[config.mk]
export PLATFORM = sky130hd
export DESIGN_NAME = cliff_travel_error_monitor
export DESIGN_NICKNAME = d
export VERILOG_FILES = /design/src/design/ctem_pkg.sv /design/src/design/ctem_state_ram.sv /design/src/design/ctem_isqrt.sv /design/src/design/cliff_travel_error_monitor.sv
export SDC_FILE = /design/constraint.sdc
export NUM_CORES = 2
export LEC_CHECK = 0
export BUFFER_PORTS_ARGS = -buffer_cell sky130_fd_sc_hd__buf_2
export CAP_MARGIN = 20
export CORE_ASPECT_RATIO = 0.8
export CORE_MARGIN = 5
export CORE_UTILIZATION = 40
export DETAILED_ROUTE_END_ITERATION = 12
export GPL_ROUTABILITY_DRIVEN = 0
export GPL_TIMING_DRIVEN = 0
export HOLD_SLACK_MARGIN = 0.02
export PLACE_DENSITY = 0.53
export SLEW_MARGIN = 20
export SYNTH_ARGS = -nofsm -noshare
export SYNTH_HDL_FRONTEND = slang
export SYNTH_SLANG_ARGS = --single-unit
export TNS_END_PERCENT = 100
[constraint.sdc]
create_clock -name clk_i -period 9.43 [get_ports clk_i]
set_input_delay 1.886 -clock clk_i [delete_from_list [all_inputs] [get_ports clk_i]]
set_output_delay 1.886 -clock clk_i [all_outputs]
set_load 0.05 [all_outputs]
[src/design/ctem_pkg.sv]
package ctem_pkg;

  localparam int NUM_SENSORS = 6;
  localparam int POS_W       = 24;
  localparam int MASK_BITS   = 6;
  localparam int STATE_W     = 4;
  localparam int SUM_W       = 32;
  localparam int THR_W       = 24;

  localparam logic [THR_W-1:0] THR_RESET = THR_W'(307);

  localparam int IDX_W  = (NUM_SENSORS > 1) ? $clog2(NUM_SENSORS) : 1;
  localparam int DIFF_W = POS_W + 1;
  localparam int SQ_W   = 2 * DIFF_W + 1;
  localparam int ROOT_W = DIFF_W + 1;

  localparam logic [STATE_W-1:0] ROBOT_IDLE    = STATE_W'(0);
  localparam logic [STATE_W-1:0] ROBOT_STATION = STATE_W'(7);
  localparam logic [STATE_W-1:0] ROBOT_ERROR   = STATE_W'(9);

  typedef struct packed {
    logic                    data_ok;
    logic [STATE_W-1:0]      robot_state;
    logic [MASK_BITS-1:0]    cliff_bits;
    logic signed [POS_W-1:0] pos_x;
    logic signed [POS_W-1:0] pos_y;
  } in_word_t;

  typedef struct packed {
    logic                 cliff_error;
    logic [MASK_BITS-1:0] error_mask;
  } out_word_t;

  typedef struct packed {
    logic signed [POS_W-1:0] last_x;
    logic signed [POS_W-1:0] last_y;
    logic [SUM_W-1:0]        travel_sum;
  } entry_t;

endpackage

[src/design/ctem_state_ram.sv]
module ctem_state_ram (
  input  logic                        clk_i,
  input  logic                        we_i,
  input  logic [ctem_pkg::IDX_W-1:0]  waddr_i,
  input  ctem_pkg::entry_t            wdata_i,
  input  logic [ctem_pkg::IDX_W-1:0]  raddr_i,
  output ctem_pkg::entry_t            rdata_o
);

  ctem_pkg::entry_t mem [ctem_pkg::NUM_SENSORS];
  ctem_pkg::entry_t rdata_q;

  always_ff @(posedge clk_i) begin
    if (we_i) begin
      mem[waddr_i] <= wdata_i;
    end
    rdata_q <= mem[raddr_i];
  end

  assign rdata_o = rdata_q;

endmodule

[src/design/ctem_isqrt.sv]
module ctem_isqrt (
  input  logic                         clk_i,
  input  logic                         rst_ni,
  input  logic                         start_i,
  input  logic [ctem_pkg::SQ_W-1:0]    radicand_i,
  output logic                         done_o,
  output logic [ctem_pkg::ROOT_W-1:0]  root_o
);

  localparam int ROOT_W = ctem_pkg::ROOT_W;
  localparam int RAD_W  = 2 * ROOT_W;
  localparam int REM_W  = ROOT_W + 3;
  localparam int CNT_W  = $clog2(ROOT_W + 1);

  logic             busy_q;
  logic             done_q;
  logic [CNT_W-1:0] cnt_q;
  logic [RAD_W-1:0] rad_q;
  logic [REM_W-1:0] rem_q;
  logic [ROOT_W-1:0] root_q;

  logic [REM_W-1:0] shifted;
  logic [REM_W-1:0] trial;
  logic             fits;

  // restoring square root, one result bit per cycle
  always_comb begin
    shifted = {rem_q[REM_W-3:0], rad_q[RAD_W-1 -: 2]};
    trial   = {1'b0, root_q, 2'b01};
    fits    = (shifted >= trial);
  end

  always_ff @(posedge clk_i or negedge rst_ni) begin
    if (!rst_ni) begin
      busy_q <= 1'b0;
      done_q <= 1'b0;
      cnt_q  <= '0;
    end else begin
      done_q <= 1'b0;
      if (start_i) begin
        busy_q <= 1'b1;
        cnt_q  <= CNT_W'(ROOT_W);
      end else if (busy_q) begin
        cnt_q <= cnt_q - CNT_W'(1);
        if (cnt_q == CNT_W'(1)) begin
          busy_q <= 1'b0;
          done_q <= 1'b1;
        end
      end
    end
  end

  always_ff @(posedge clk_i) begin
    if (start_i) begin
      rad_q  <= {1'b0, radicand_i};
      rem_q  <= '0;
      root_q <= '0;
    end else if (busy_q) begin
      rad_q <= {rad_q[RAD_W-3:0], 2'b00};
      if (fits) begin
        rem_q  <= shifted - trial;
        root_q <= {root_q[ROOT_W-2:0], 1'b1};
      end else begin
        rem_q  <= shifted;
        root_q <= {root_q[ROOT_W-2:0], 1'b0};
      end
    end
  end

  assign done_o = done_q;
  assign root_o = root_q;

endmodule

[src/design/cliff_travel_error_monitor.sv]
// a word with data_ok low is taken and gives no result; an idle robot state
//   arms all sensors and goes straight to the result; otherwise each sensor is
//   scanned: a clear floor is skipped, a cliff runs diff, mul, sum, root and acc
// input stalls from acceptance until the result is in the output register, so a
//   new word waits for the last; the bit-serial square root sets the cost per cliff
// reset: all sensors armed, latches clear, threshold 307; the state ram is not
//   cleared, an armed sensor takes the current position instead of reading it
module cliff_travel_error_monitor (
  input  logic                           clk_i,
  input  logic                           rst_ni,
  input  logic                           in_valid_i,
  output logic                           in_stall_o,
  input  ctem_pkg::in_word_t             in_word_i,
  output logic                           out_valid_o,
  input  logic                           out_stall_i,
  output ctem_pkg::out_word_t            out_word_o,
  input  logic                           cfg_valid_i,
  output logic                           cfg_ready_o,
  input  logic [ctem_pkg::THR_W-1:0]     cfg_data_i
);

  localparam int NS     = ctem_pkg::NUM_SENSORS;
  localparam int IDX_W  = ctem_pkg::IDX_W;
  localparam int DIFF_W = ctem_pkg::DIFF_W;
  localparam int SQ_W   = ctem_pkg::SQ_W;
  localparam int ROOT_W = ctem_pkg::ROOT_W;
  localparam int SUM_W  = ctem_pkg::SUM_W;
  localparam int POS_W  = ctem_pkg::POS_W;
  localparam int MB     = ctem_pkg::MASK_BITS;

  localparam logic [2:0] ST_IDLE = 3'd0;
  localparam logic [2:0] ST_SCAN = 3'd1;
  localparam logic [2:0] ST_DIFF = 3'd2;
  localparam logic [2:0] ST_MUL  = 3'd3;
  localparam logic [2:0] ST_SUM  = 3'd4;
  localparam logic [2:0] ST_ROOT = 3'd5;
  localparam logic [2:0] ST_ACC  = 3'd6;
  localparam logic [2:0] ST_DONE = 3'd7;

  logic [2:0]               state_q, state_d;
  logic [IDX_W-1:0]         idx_q, idx_d;
  logic [NS-1:0]            seen_q, seen_d;
  logic [NS-1:0]            armed_q, armed_d;
  logic [NS-1:0]            latched_q, latched_d;
  logic                     err_q, err_d;
  logic [ctem_pkg::THR_W-1:0] thr_q;
  logic                     out_valid_q;
  ctem_pkg::out_word_t      out_word_q;
  ctem_pkg::in_word_t       item_q;

  logic [DIFF_W-1:0]        ax_q, ay_q;
  logic [SUM_W-1:0]         base_q;
  logic [2*DIFF_W-1:0]      sqx_q, sqy_q;

  logic                     in_take;
  logic                     out_free;
  logic                     idle_code;
  logic                     last_sensor;
  logic [NS+MB-1:0]         bits_ext;
  logic [NS+MB-1:0]         lat_ext;

  ctem_pkg::entry_t         rd_entry;
  ctem_pkg::entry_t         wr_entry;
  logic                     ram_we;

  logic signed [POS_W-1:0]  last_x, last_y;
  logic signed [DIFF_W-1:0] dx, dy;
  logic [SQ_W-1:0]          radicand;
  logic                     root_start;
  logic                     root_done;
  logic [ROOT_W-1:0]        root;
  logic [ROOT_W+SUM_W-1:0]  root_ext;
  logic [SUM_W-1:0]         step;
  logic [SUM_W:0]           acc_wide;
  logic [SUM_W-1:0]         new_sum;
  logic                     hit;

  assign in_stall_o  = (state_q != ST_IDLE);
  assign in_take     = in_valid_i && !in_stall_o;
  assign out_free    = !out_valid_q || !out_stall_i;
  assign cfg_ready_o = 1'b1;

  assign idle_code = (in_word_i.robot_state == ctem_pkg::ROBOT_IDLE)
                  || (in_word_i.robot_state == ctem_pkg::ROBOT_STATION)
                  || (in_word_i.robot_state == ctem_pkg::ROBOT_ERROR);
  assign last_sensor = (idx_q == IDX_W'(NS - 1));
  // sensors beyond the cliff bits see a clear floor
  assign bits_ext = {{NS{1'b0}}, in_word_i.cliff_bits};
  assign lat_ext  = {{MB{1'b0}}, latched_q};

  ctem_state_ram u_ram (
    .clk_i   (clk_i),
    .we_i    (ram_we),
    .waddr_i (idx_q),
    .wdata_i (wr_entry),
    .raddr_i (idx_q),
    .rdata_o (rd_entry)
  );

  ctem_isqrt u_sqrt (
    .clk_i      (clk_i),
    .rst_ni     (rst_ni),
    .start_i    (root_start),
    .radicand_i (radicand),
    .done_o     (root_done),
    .root_o     (root)
  );

  // armed sensor starts from the current position with an empty sum
  always_comb begin
    last_x = armed_q[idx_q] ? item_q.pos_x : rd_entry.last_x;
    last_y = armed_q[idx_q] ? item_q.pos_y : rd_entry.last_y;
    dx = {item_q.pos_x[POS_W-1], item_q.pos_x} - {last_x[POS_W-1], last_x};
    dy = {item_q.pos_y[POS_W-1], item_q.pos_y} - {last_y[POS_W-1], last_y};
    radicand = {1'b0, sqx_q} + {1'b0, sqy_q};
    root_start = (state_q == ST_SUM);

    root_ext = {{SUM_W{1'b0}}, root};
    step = (|root_ext[ROOT_W+SUM_W-1:SUM_W]) ? '1 : root_ext[SUM_W-1:0];
    acc_wide = {1'b0, base_q} + {1'b0, step};
    new_sum = acc_wide[SUM_W] ? '1 : acc_wide[SUM_W-1:0];
    hit = (new_sum >= {{(SUM_W-ctem_pkg::THR_W){1'b0}}, thr_q});

    ram_we = (state_q == ST_ACC);
    wr_entry.last_x     = item_q.pos_x;
    wr_entry.last_y     = item_q.pos_y;
    wr_entry.travel_sum = new_sum;
  end

  always_comb begin
    state_d   = state_q;
    idx_d     = idx_q;
    seen_d    = seen_q;
    armed_d   = armed_q;
    latched_d = latched_q;
    err_d     = err_q;
    case (state_q)
      ST_IDLE: begin
        if (in_take && in_word_i.data_ok) begin
          err_d = 1'b0;
          idx_d = '0;
          if (idle_code) begin
            armed_d = '1;
            state_d = ST_DONE;
          end else begin
            seen_d  = bits_ext[NS-1:0];
            state_d = ST_SCAN;
          end
        end
      end
      ST_SCAN: begin
        if (seen_q[0]) begin
          state_d = ST_DIFF;
        end else begin
          armed_d[idx_q]   = 1'b1;
          latched_d[idx_q] = 1'b0;
          if (last_sensor) begin
            state_d = ST_DONE;
          end else begin
            idx_d  = idx_q + IDX_W'(1);
            seen_d = seen_q >> 1;
          end
        end
      end
      ST_DIFF: state_d = ST_MUL;
      ST_MUL:  state_d = ST_SUM;
      ST_SUM:  state_d = ST_ROOT;
      ST_ROOT: begin
        if (root_done) begin
          state_d = ST_ACC;
        end
      end
      ST_ACC: begin
        armed_d[idx_q] = 1'b0;
        if (hit) begin
          latched_d[idx_q] = 1'b1;
          err_d            = 1'b1;
        end
        if (last_sensor) begin
          state_d = ST_DONE;
        end else begin
          idx_d   = idx_q + IDX_W'(1);
          seen_d  = seen_q >> 1;
          state_d = ST_SCAN;
        end
      end
      ST_DONE: begin
        if (out_free) begin
          state_d = ST_IDLE;
        end
      end
      default: state_d = ST_IDLE;
    endcase
  end

  always_ff @(posedge clk_i or negedge rst_ni) begin
    if (!rst_ni) begin
      state_q     <= ST_IDLE;
      idx_q       <= '0;
      seen_q      <= '0;
      armed_q     <= '1;
      latched_q   <= '0;
      err_q       <= 1'b0;
      thr_q       <= ctem_pkg::THR_RESET;
      out_valid_q <= 1'b0;
    end else begin
      state_q   <= state_d;
      idx_q     <= idx_d;
      seen_q    <= seen_d;
      armed_q   <= armed_d;
      latched_q <= latched_d;
      err_q     <= err_d;
      if (cfg_valid_i && cfg_ready_o) begin
        thr_q <= cfg_data_i;
      end
      if (state_q == ST_DONE && out_free) begin
        out_valid_q <= 1'b1;
      end else if (!out_stall_i) begin
        out_valid_q <= 1'b0;
      end
    end
  end

  always_ff @(posedge clk_i) begin
    if (in_take) begin
      item_q <= in_word_i;
    end
    if (state_q == ST_DIFF) begin
      ax_q   <= dx[DIFF_W-1] ? DIFF_W'(-dx) : DIFF_W'(dx);
      ay_q   <= dy[DIFF_W-1] ? DIFF_W'(-dy) : DIFF_W'(dy);
      base_q <= armed_q[idx_q] ? '0 : rd_entry.travel_sum;
    end
    if (state_q == ST_MUL) begin
      sqx_q <= ax_q * ax_q;
      sqy_q <= ay_q * ay_q;
    end
    if (state_q == ST_DONE && out_free) begin
      out_word_q.cliff_error <= err_q;
      out_word_q.error_mask  <= lat_ext[MB-1:0];
    end
  end

  assign out_valid_o = out_valid_q;
  assign out_word_o  = out_word_q;

  a_root_only_when_waiting: assert property (@(posedge clk_i) disable iff (!rst_ni)
    root_done |-> state_q == ST_ROOT)
    else $error("square root finished outside its wait state");

  a_disarm_after_update: assert property (@(posedge clk_i) disable iff (!rst_ni)
    state_q == ST_ACC |=> !armed_q[$past(idx_q)])
    else $error("sensor still armed after its travel update");

  a_error_has_mask: assert property (@(posedge clk_i) disable iff (!rst_ni)
    out_valid_o |-> (!out_word_o.cliff_error || out_word_o.error_mask != '0))
    else $error("cliff error reported with an empty mask");

endmodule
# ---- Word-level counts from Yosys, hierarchy flattened
# Memory sizes are Yosys's and may differ from the RTL's. A register that Yosys moved wholly into a read port is not among the register bits.
# Index checks and enable logic that the tools add are counted.
# W data, S select, Z words.
dict set report classes {
  n_addsub 9
  multipliers 2
  div_mod_pow 0
  magnitude_cmp 4
  eq_ne 22
  n_shift 0
  mux 53
  bitwise 5
  reduce_logical 24
}
# cell count
set ops {}
lappend ops {{$mux W51} 2}
lappend ops {{$mul A25 B25 Y50} 2}
lappend ops {{$mux W24} 4}
lappend ops {{$mux W6} 10}
lappend ops {{$add A50 B50 Y51} 1}
lappend ops {{$neg A25 Y25} 2}
lappend ops {{$sub A24 B24 Y25} 2}
lappend ops {{$pmux W6 S3} 2}
lappend ops {{$add A32 B26 Y33} 1}
lappend ops {{$ge A32 B24 Y1} 1}
lappend ops {{$mux W32} 1}
lappend ops {{$mux W3} 10}
lappend ops {{$ge A29 B28 Y1} 1}
lappend ops {{$mux W27} 1}
lappend ops {{$sub A27 B27 Y27} 1}
lappend ops {{$pmux W3 S8} 1}
lappend ops {{$eq A3 B3 Y1 const B} 5}
lappend ops {{$mux W1} 15}
lappend ops {{$ne A2 B2 Y1 const B} 7}
lappend ops {{$and A6 B6 Y6} 2}
lappend ops {{$or A6 B6 Y6} 2}
lappend ops {{$pmux W6 S2} 1}
lappend ops {{$reduce_and A4 Y1} 3}
lappend ops {{$mux W5} 2}
lappend ops {{25 further kinds} 40}
dict set report word_totals {
  reg_bits 399
  latchBits 0
  mem_bits_rw 480
  romBits 0
  in_bits 88
  out_inout_bits 10
  wordCells 147
  mem_count 1
}
# name words width rd rd_clocked_by_memory_dff write_ports line_no
set mem_list {}
lappend mem_list {u_ram.mem 6 80 1 1 1 ctem_state_ram.sv:10} ;# ctem_pkg::entry_t mem [ctem_pkg::NUM_SENSORS];

# ---- Logic depth before layout (Yosys ltp)
dict set report logic_depth {
  word_depth 8
  mapped_depth 29
  depth_no_buf 27
}

# ---- Modules after synthesis
# From an unflattened synthesis, not the netlist that was laid out.
dict set report hier_totals {
  hier_cells 7382
  hier_area_um2 80551.0
}
# module n_inst cells_each area_each_um2 seq_area_each_um2
set modules_own_cells {}
lappend modules_own_cells {cliff_travel_error_monitor 1 5781 54180.7 8321.7}
lappend modules_own_cells {ctem_state_ram 1 1026 20248.2 16015.4}
lappend modules_own_cells {ctem_isqrt 1 575 6122.1 2787.7}

# ---- Worst setup path before layout
# No wires, ideal clock.
dict set report synth_path {
  path_kind {register to register}
  from {register state_q[0]}
  to {register sqx_q[0] (enable)}
  setup_ns 0.695
  t_arrival_ns 7.957
  required_ns 8.735
  setup_slack_ns 0.778
  path_stages_with_launch 4
  path_buffers 2
  synth_period_minus_slack_ns 8.652
  path_cell_list {dfrtp_1 clkbuf_1 clkbuf_1 nor3b_1}
}
dict set report synth_between {
  elab_chain_len 1
}
# item line_no
set synth_lines {}
lappend synth_lines {{start: declaration} cliff_travel_error_monitor.sv:40} ;# logic [2:0] state_q, state_d;
lappend synth_lines {{start signal: assignment} cliff_travel_error_monitor.sv:207} ;# state_q <= state_d;
lappend synth_lines {{$eq A3 B2 Y1} cliff_travel_error_monitor.sv:233} ;# if (state_q == ST_MUL) begin
lappend synth_lines {{end signal: assignment} cliff_travel_error_monitor.sv:234} ;# sqx_q <= ax_q * ax_q;
lappend synth_lines {{end: declaration} cliff_travel_error_monitor.sv:53} ;# logic [2*DIFF_W-1:0] sqx_q, sqy_q;
# No other way between the ends.
# A chain may end at the register's enable or synchronous reset.

# ---- Worst setup path in the final report
dict set report layout_path {
  from {register ay_q[12]}
  to {register sqy_q[47], data pin}
}
dict set report layout_between {
  elab_chain_len 1
}
# item line_no
set layout_lines {}
lappend layout_lines {{start: declaration} cliff_travel_error_monitor.sv:51} ;# logic [DIFF_W-1:0] ax_q, ay_q;
lappend layout_lines {{start signal: assignment} cliff_travel_error_monitor.sv:230} ;# ay_q <= dy[DIFF_W-1] ? DIFF_W'(-dy) : DIFF_W'(dy);
lappend layout_lines {{$mul A25 B25 Y50} cliff_travel_error_monitor.sv:235} ;# sqy_q <= ay_q * ay_q;
lappend layout_lines {{end signal: assignment} cliff_travel_error_monitor.sv:235}
lappend layout_lines {{end: declaration} cliff_travel_error_monitor.sv:53}
# No other way between the ends.

==> metrics.txt <==
clock sink count=about 960; Setup violations, final=0; Max FO, Critical Path=10; total track usage=0.2376; I/O Buffers=between 90 and 100; Yosys top cell by area=edfxtp_1; Root Driver=clkbuf_16; number of CTS-inserted buffers=96; Critical Path Most Common Cell=fa_1; Crit Path Class=reg2reg; CTS Buffer Depth=3; vias in the first global route=55.57k; unrepaired setup endpoints after global routing=true; sequential area share after synthesis=0.3430; initial antenna violation count=26; Die Area=slightly above 200000 sq um; crit path cell chain=clkbuf_1 > nand2_1 > fa_1 > fa_1 > inv_1 > fa_1 > fa_1 > fa_1 > fa_1 > inv_1 > fa_1 > inv_1 > ha_1 > and4_1 > o2111ai_1 > a31oi_4 > nor3_1 > o31a_1 > nor3b_1 > a221o_1 > a21oi_1 > xnor2_1; Post-Route WL=around 250000 um; total grt overflow=0; DRT Pass-1 Iters=5; Yosys warnings=0; die width=507.1 um; Starting Density=0.4008; CP required=9.91 ns; H-tree depth=3; post-synthesis register bit count=957; Post-synth EDFFs=~770; Max-Cap Viols=0; setup ws final=0.1209 ns; Die Y=407.7 um; clk slew on worst S/H paths=0.06 ns; Crit path buffers/inverters=4; crit-path leading delay family=adder cells; Clk Latency, worst-skew pair=0.71 ns; Yosys top cell area share=0.2909; CORE AREA=197300 sq um; Layout area overhead=10.43%; period utilization=0.9872; Rows=roughly 150; Worst Tran Pin Value=between 1 and 1.5 ns; hpwl dp=199600 um; first-pass GRT wire length=364600 um; number of DRC markers in iteration 0=4803; critical path capture point type=flop; min Tclk post-route=9.309 ns; mapped cell area=79080 sq um; drc violations=0; Crit-path slowest cell=clkbuf_1; Final Slew Violations=0; top cells by area, synth=edfxtp_1 (29%), fa_1 (24%), ha_1 (8.8%); run status=completed; Worst Path Arrival=9.79 ns; syn avg cell area=~11 sq um; Final Hold Fails=0; number of top-level pins=98; Worst slew margin=0.1842; Worst R2R Setup Slack=0.12 ns; Synth top cells by count=inv_1 (1470), fa_1 (935), edfxtp_1 (766); Vias=54.97k; ys async rst share=0.05956; syn_nets=8982; Synth Flop Type=edfxtp_1; Layout Skew=0.04047 ns; Max Freq=107.4 MHz; synth unique cells=95; Worst setup SP type=flop; worst hold path type=reg2reg; Place WS=-0.6805 ns; Hold-fix buffers, CTS=0; CTS tree=yes; layout cell share with drive strength beyond 1=0.06761; slowest stage delay, CP=about 0.77 ns; mean routed wirelength per cell=23.87 um; Synth Instances=7400; most frequent cell after synthesis=inv_1; post-route ant nets=0; vias per cell=5.321; largest net degree at the start of global routing=50; Final nets=~9.2k
[logic make-up after synthesis]
logic type,count (synthesis),share of synthesized area
buffers and inverters,1722,0.08196
AND/OR/NAND/NOR,1548,0.09315
adder cells (fa/ha/maj),1494,0.3251
AO/OA/AOI/OAI,1147,0.09278
flip-flops,957,0.3430
XOR/XNOR,282,0.03123
multiplexers,249,0.03267
other,1,0.00004742
[worst register-to-register path: cells and delay by family, from the launching register on]
family,cells,cell delay (ns)
flip-flops,1,0.74
XOR/XNOR,1,0.31
AO/OA/AOI/OAI,5,1.44
buffers and inverters,4,0.96
adder cells (fa/ha/maj),8,4.16
AND/OR/NAND/NOR,4,1.47
[flip-flops by register name (all words and copies together), names as in the netlist]
name           flops
u_sqrt.cnt_q       5
u_ram.rdata_o     80
armed_q            6
base_q            32
latched_q          6
ax_q              25
u_sqrt.rad_q      52
state_q            3
out_word_o         7
u_sqrt.root_o     26
ay_q              25
sqy_q             49
u_sqrt.busy_q      1
thr_q             24
err_q              1
u_ram.mem        480
u_sqrt.done_o      1
seen_q             6
sqx_q             49
u_sqrt.rem_q      27
item_q            48
idx_q              3
out_valid_o        1
[layout by cell type (no fill, tap or decap), types with 196 or more instances in the layout]
cell      count
a21oi_1     326
and2_1      291
clkbuf_1    196
edfxtp_1    766
fa_1        935
ha_1        559
inv_1      1468
nand2_1     625
nor2_1      289
o21ai_0     272
[cell type report]
cell class / count / area [sq um]
Multi-Input combinational cell: 4721 / 45600
Inverter: 1470 / 5524
Clock inverter: 54 / 630.6
Sequential cell: 957 / 27120
Clock buffer: 126 / 2700
Buffer: 252 / 1023
Timing Repair Buffer: 155 / 1469
Antenna cell: 6 / 15.01
Fill cell: 18660 / 110000
Tap cell: 2590 / 3241
[per-layer routing]
layer,share of wire,vias to the layer above,track usage
li1,-,24790,-
met1,0.47,27960,0.3633
met2,0.42,1988,0.3436
met3,0.090,231,0.05475
met4,0.022,0,0.04863
met5,0,-,0
[stage by stage]
step           hold WS, ns  instances    util  cell area, sq um  TNS [ns]
6_report            0.4640      10330  0.4427             87330         0
5_1_grt             0.4782      10330  0.4426             87320   -0.1089
4_1_cts             0.4675      10320  0.4422             87240         0
3_5_place_dp        0.4546      10140  0.4252             83890    -4.610
3_3_place_gp        0.4522      10090  0.4197             82790   -900.72
2_1_floorplan       0.4186       7400       -             79080         0
[path summary, 6_finish.rpt]
kind	start	endpoint	cells after the start
min	u_ram.mem[2][62]	u_ram.rdata_o[62]	1
max	ay_q[12]	sqy_q[47]	22
max in group asynchronous	rst_ni	armed_q[4]	2
min in group asynchronous	rst_ni	thr_q[23]	1
min reg2reg	u_ram.mem[2][62]	u_ram.rdata_o[62]	1
max reg2reg	ay_q[12]	sqy_q[47]	22
[what timing repair did]
action | 4_1_cts | 5_1_grt
endpoints found under the setup margin | 20 | 27
gates cloned | 0 | 0
resized for setup | 12 | 63
buffers inserted | 0 | 2
Power is left out: the tool's default activity adds up to more than one toggle a clock period on the data nets, which glitch-free logic cannot reach.
